### config.mk
export PLATFORM = sky130hd
export DESIGN_NAME = mss_regfile
export DESIGN_NICKNAME = d
export VERILOG_FILES = /design/src/mips_subset_cpu_step_macros.svh /design/src/mss_pkg.sv /design/src/mss_regfile.sv
export SDC_FILE = /design/constraint.sdc
export NUM_CORES = 2
export LEC_CHECK = 0
export BUFFER_PORTS_ARGS = -buffer_cell sky130_fd_sc_hd__buf_2
export CORE_UTILIZATION = 57
export DETAILED_ROUTE_END_ITERATION = 10
export HOLD_SLACK_MARGIN = 0.12
export PLACE_DENSITY = 0.78
export SYNTH_ARGS = -nofsm -noshare
export SYNTH_HDL_FRONTEND = slang
export SYNTH_SLANG_ARGS = --single-unit
### constraint.sdc
create_clock -name clock -period 3.05 [get_ports clock]
set_input_delay 0.305 -clock clock [delete_from_list [all_inputs] [get_ports clock]]
set_output_delay 0.305 -clock clock [all_outputs]
set_load 0.05 [all_outputs]
### src/mips_subset_cpu_step_macros.svh
// assertion macros for the rtl
`ifndef MIPS_SUBSET_CPU_STEP_MACROS_SVH
`define MIPS_SUBSET_CPU_STEP_MACROS_SVH
`ifndef ASSERT_OFF
`define MSS_ASSERT_SAME(label, clk, rst, ante, cons, msg) \
   label: assert property (@(posedge clk) disable iff (rst) (ante) |-> (cons)) else $error(msg);
`define MSS_ASSERT_NEXT(label, clk, rst, ante, cons, msg) \
   label: assert property (@(posedge clk) disable iff (rst) (ante) |=> (cons)) else $error(msg);
`else
`define MSS_ASSERT_SAME(label, clk, rst, ante, cons, msg)
`define MSS_ASSERT_NEXT(label, clk, rst, ante, cons, msg)
`endif
`endif

### src/mss_pkg.sv
`timescale 1ns / 1ps
package mss_pkg;

   localparam int unsigned DATA_BYTES = 1024;
   localparam int unsigned REG_COUNT  = 32;
   localparam int unsigned MEM_ROWS   = DATA_BYTES / 4;
   localparam int unsigned ROW_W      = $clog2(MEM_ROWS);
   localparam int unsigned REG_W      = $clog2(REG_COUNT);

   typedef enum logic [1:0] {
      CMD_EXEC      = 2'd0,
      CMD_LOAD_WORD = 2'd1,
      CMD_LOAD_REG  = 2'd2,
      CMD_NONE      = 2'd3
   } command_type;

   typedef enum logic [1:0] {
      SIZE_NONE = 2'd0,
      SIZE_BYTE = 2'd1,
      SIZE_HALF = 2'd2,
      SIZE_WORD = 2'd3
   } size_type;

   typedef struct packed {
      logic [1:0]  command;
      logic [31:0] instruction;
      logic [9:0]  preload_index;
      logic [31:0] preload_value;
   } req_word_type;

   // everything the execute stage hands on to the later stages
   typedef struct packed {
      logic [31:0]      pc_next;
      logic             stop_next;
      logic             rf_we;
      logic [REG_W-1:0] rf_waddr;
      logic [31:0]      rf_wdata;
      logic             dest_written;
      logic             is_load;
      size_type         size;
      logic             load_signed;
      logic [1:0]       offset;
      logic             mem_we;
      logic [ROW_W-1:0] mem_row;
      logic [3:0]       mem_be;
      logic [31:0]      mem_wdata;
      logic             mem_written;
      logic             write_zero_error;
      logic             number_overflow;
      logic             address_overflow;
      logic             misaligned;
   } exec_res_type;

   // big-endian byte and halfword extraction from a memory row
   function automatic logic [31:0] load_format(logic [31:0] word, size_type size,
                                               logic sign_ext, logic [1:0] off);
      logic [31:0] shifted;
      logic [7:0]  byte_v;
      logic [15:0] half_v;
      logic [31:0] res;
      shifted = word >> {~off, 3'b000};
      byte_v  = shifted[7:0];
      half_v  = off[1] ? word[15:0] : word[31:16];
      unique case (size)
         SIZE_WORD: res = word;
         SIZE_HALF: res = sign_ext ? {{16{half_v[15]}}, half_v} : {16'h0000, half_v};
         SIZE_BYTE: res = sign_ext ? {{24{byte_v[7]}}, byte_v} : {24'h000000, byte_v};
         SIZE_NONE: res = '0;
      endcase
      return res;
   endfunction

endpackage

### src/mss_regfile.sv
`timescale 1ns / 1ps
module mss_regfile import mss_pkg::*; (
   input  logic             clock,
   input  logic             reset,
   input  logic             rd_en,
   input  logic [REG_W-1:0] raddr_a,
   input  logic [REG_W-1:0] raddr_b,
   output logic [31:0]      rdata_a,
   output logic [31:0]      rdata_b,
   input  logic             we,
   input  logic [REG_W-1:0] waddr,
   input  logic [31:0]      wdata
);

   logic [31:0]          rf_ff [REG_COUNT];
   logic [REG_COUNT-1:0] vld_ff;
   logic [31:0]          rdata_a_ff;
   logic [31:0]          rdata_b_ff;

   // an entry never written reads as zero
   always_ff @(posedge clock) begin
      if (reset) begin
         vld_ff <= '0;
      end else if (we) begin
         vld_ff[waddr] <= 1'b1;
      end
   end

   // write-first: a read of the entry being written sees the new word
   always_ff @(posedge clock) begin
      if (we) begin
         rf_ff[waddr] <= wdata;
      end
      if (rd_en) begin
         rdata_a_ff <= (we && waddr == raddr_a) ? wdata :
                       (vld_ff[raddr_a] ? rf_ff[raddr_a] : '0);
         rdata_b_ff <= (we && waddr == raddr_b) ? wdata :
                       (vld_ff[raddr_b] ? rf_ff[raddr_b] : '0);
      end
   end

   assign rdata_a = rdata_a_ff;
   assign rdata_b = rdata_b_ff;

endmodule

==> flow_metrics.py <==
metrics = {
    "power": {
        "p_leak_uw": 0.0182,
        "p_per_area_nw_per_um2": 581,
        "ir_drop_v": 0.000564,
    },
    "timing": {
        "finalSetupTns_ns": 0,
        "worst_pin_slew_ns": 0.817,
        "setup_viol": 0,
        "max_slew_margin_pct": 45.4,
        "fin_skew_ns": 0.0412,
        "period_minus_slack_ns": 2.37,
        "fin_crit_sh_pct": 77.7,
        "timing.hold.ws_ns": 0.153,
        "slew_violations": 0,
        "rsz0062_at_grt": "false",
        "hold_violations": 0,
        "fmax_ghz": 0.422,
    },
    "critical_path": {
        "path_max_fanout": 13,
        "cp-end-kind": "flop",
        "crit_buf_inv": 1,
        "crit_slowest_cell": "mux4_2",
        "required_ns": 3.46,
        "cpLargestDelayFamily": "compound AO/OA/AOI/OAI gates",
        "cp-start-kind": "flop",
        "cp_slowest_stage_delay_ns": 0.47,
        "crit_arrival_ns": 2.78,
        "cp_cell_sequence": "mux4_2, o32a_1, o2111ai_1, a21o_2, buf_4, o21ai_1",
        "worstSetupPathType": "flop to flop",
    },
    "yosys": {
        "synth_cell_types": 41,
        "synth_top_family_by_area": "multiplexers",
        "muxShareOfSynthArea_pct": 26.7,
        "synth-warning-count": 0,
        "synth-compound-area-share_pct": 2.82,
        "syn_inst": 2443,
        "synth_xor_area_share_pct": 0.173,
        "synth_edf_count": 1088,
        "yosysSeqAreaShare_pct": 65.8,
        "synthFlopType": "edfxtp_1",
        "syn-mean-instance-area_um2": 20.7,
        "ys_ff_latch": 1120,
        "synthSimpleGateAreaFrac_pct": 2.76,
        "synth_nets": 2494,
        "synthArstFlopShare_pct": 0,
        "synth.cell_area_um2": 50600,
        "synth_fa_ha_area_share_pct": 0,
    },
    "global_route": {
        "grt_pass1_wl_um": 212000,
        "top_usage_layer": "met2",
        "antenna_found_initial": 5,
        "gr-total-overflow": 0,
        "grt_pass1_vias": 30200,
        "track_usage_pct": 33.7,
        "grt_use_met3_pct": 8.48,
        "grt_start_max_net_pins": 83,
        "grtUsageMet1_pct": 44.3,
        "use_met2_pct": 52.4,
    },
    "die": {
        "ios": 115,
        "num_rows": 108,
        "die_area_um2": 90000,
        "die_w_um": 300,
        "start_util_pct": 57.9,
        "fp.dieH_um": 300,
        "core-area_um2": 87400,
    },
    "placed_design": {
        "dp_cells": 3656,
        "hpwl_um": 78600,
        "place_congestion": 0.838,
        "placed_area_um2": 53900,
        "io_buffers": 114,
    },
    "hold_path": {
        "hold_class": "primary input to flop",
    },
    "cts": {
        "cts_root_buf": "clkbuf_16",
        "cts_tree": "yes",
        "numCtsBuffers": 110,
        "clk_pin_slew_ns": 0.07,
        "h-tree-depth": 3,
        "postCtsSetupBuffers": 0,
        "clkLatencyLatePin_ns": 0.69,
        "clockBufferDepth": 3,
        "cts_sinks": 1120,
        "cts_resized": 0,
    },
    "route": {
        "ant_nets": 0,
        "wirelength_um": 149000,
        "first_iter_violations": 4460,
        "vias": 29500,
        "firstDrtPassIters": 6,
        "vias_per_cell": 7.60,
        "wl_per_cell_um": 38.4,
        "drc": 0,
    },
    "layout": {
        "instances_no_fill": 3887,
        "final_nets": 2692,
        "drive_gt1_share_pct": 37.9,
        "nFillCells": 5397,
        "finalInstanceArea_um2": 57600,
        "area_growth_pct": 13.8,
        "utilization_pct": 65.9,
    },
    "job": {
        "maxCapViolCount": 0,
    },
    "status": {
        "status": "finished clean",
    },
}
==> cell usage in the layout (no fill, tap or decap), drive strengths merged, types with 28 or more instances in the layout <==
master       netlist  final
a22oi             98     98
nand2             98     98
clkinv             0     48
a32o              32     32
nand4             33     33
dfxtp             32     32
mux2i             41     41
buf               79    258
nor2             102    102
clkbuf           121    137
edfxtp          1088   1088
nand3b            38     38
mux4             582    582
o21ai             31     31
dlygate4sd3        0     28
==> per-stage QoR <==
stage               power, uW  setup slack, ns
detailed placement      20400            0.311
global route            34200            0.674
CTS                     33500            0.732
floorplan               19400            0.122
finish                  33500            0.680
global placement        20300            0.336
==> state kept, by name (all words and copies together), names as in the netlist <==
name and count:
vld_ff 32, rf_ff 1024, rdata_b 32, rdata_a 32
==> layout make-up <==
type,instances,area [um2],share of cell area (%)
flip-flops and latches,1120,33300,57.8
inverters,4,15.0,0.0261
multi-input cells,1119,16700,29.0
well taps,1155,1450,2.51
repair buffers,286,2650,4.59
clock buffers,137,2880,5.01
clock inverters,64,591,1.02
diodes,2,5.00,0.00869
==> worst paths after layout <==
check / slack, ns / startpoint / cells past startpoint / endpoint
max: 0.68 / vld_ff[15] / 6 / rdata_a[29]
min: 0.15 / wdata[18] / 1 / rf_ff[13][18]
max reg2reg: 0.68 / vld_ff[15] / 6 / rdata_a[29]
min reg2reg: 0.50 / vld_ff[7] / 2 / vld_ff[7]
==> cells by family after synthesis <==
| logic type | Yosys count |
|---|---|
| mux | 624 |
| compound gates | 189 |
| simple gates | 296 |
| flops | 1120 |
| buf+inv | 204 |
| xor+xnor | 10 |
==> routing by layer <==
layer | wire length [um] | part of all wire, %
met1 | 49000 | 33
met2 | 71400 | 48
met4 | 9210 | 6.2
met3 | 19600 | 13
met5 | 40 | 0.027
==> Yosys cell counts, types with 5 or more instances <==
master       n  area share (%)
mux2i_1     41            0.81
o21ai_1     31            0.31
buf_1       15            0.11
nor2_1     102            0.76
mux4_2     582              26
xor2_1       8            0.14
nand3_1      5           0.049
edfxtp_1  1088              65
clkbuf_1   121            0.90
buf_2       56            0.55
nand3b_1    38            0.56
dfxtp_1     32             1.3
a21oi_1      6           0.059
nand4_1     33            0.41
a22oi_1     98             1.5
nand2_1     98            0.73
a32o_1      32            0.63
==> power by group <==
group	switching (uW)	internal, uW	total, uW
Sequential	113	17100	17200
Clock	5760	7530	13300
Combinational	1700	1230	2930
==> repair_timing <==
| action | 4_1_cts | 5_1_grt |
|---|---|---|
| endpoints found under the hold margin | 797 | 0 |
| setup endpoints to repair | 0 | 0 |
| hold buffers | 28 | 0 |
Power figures use the tool's default switching activity.
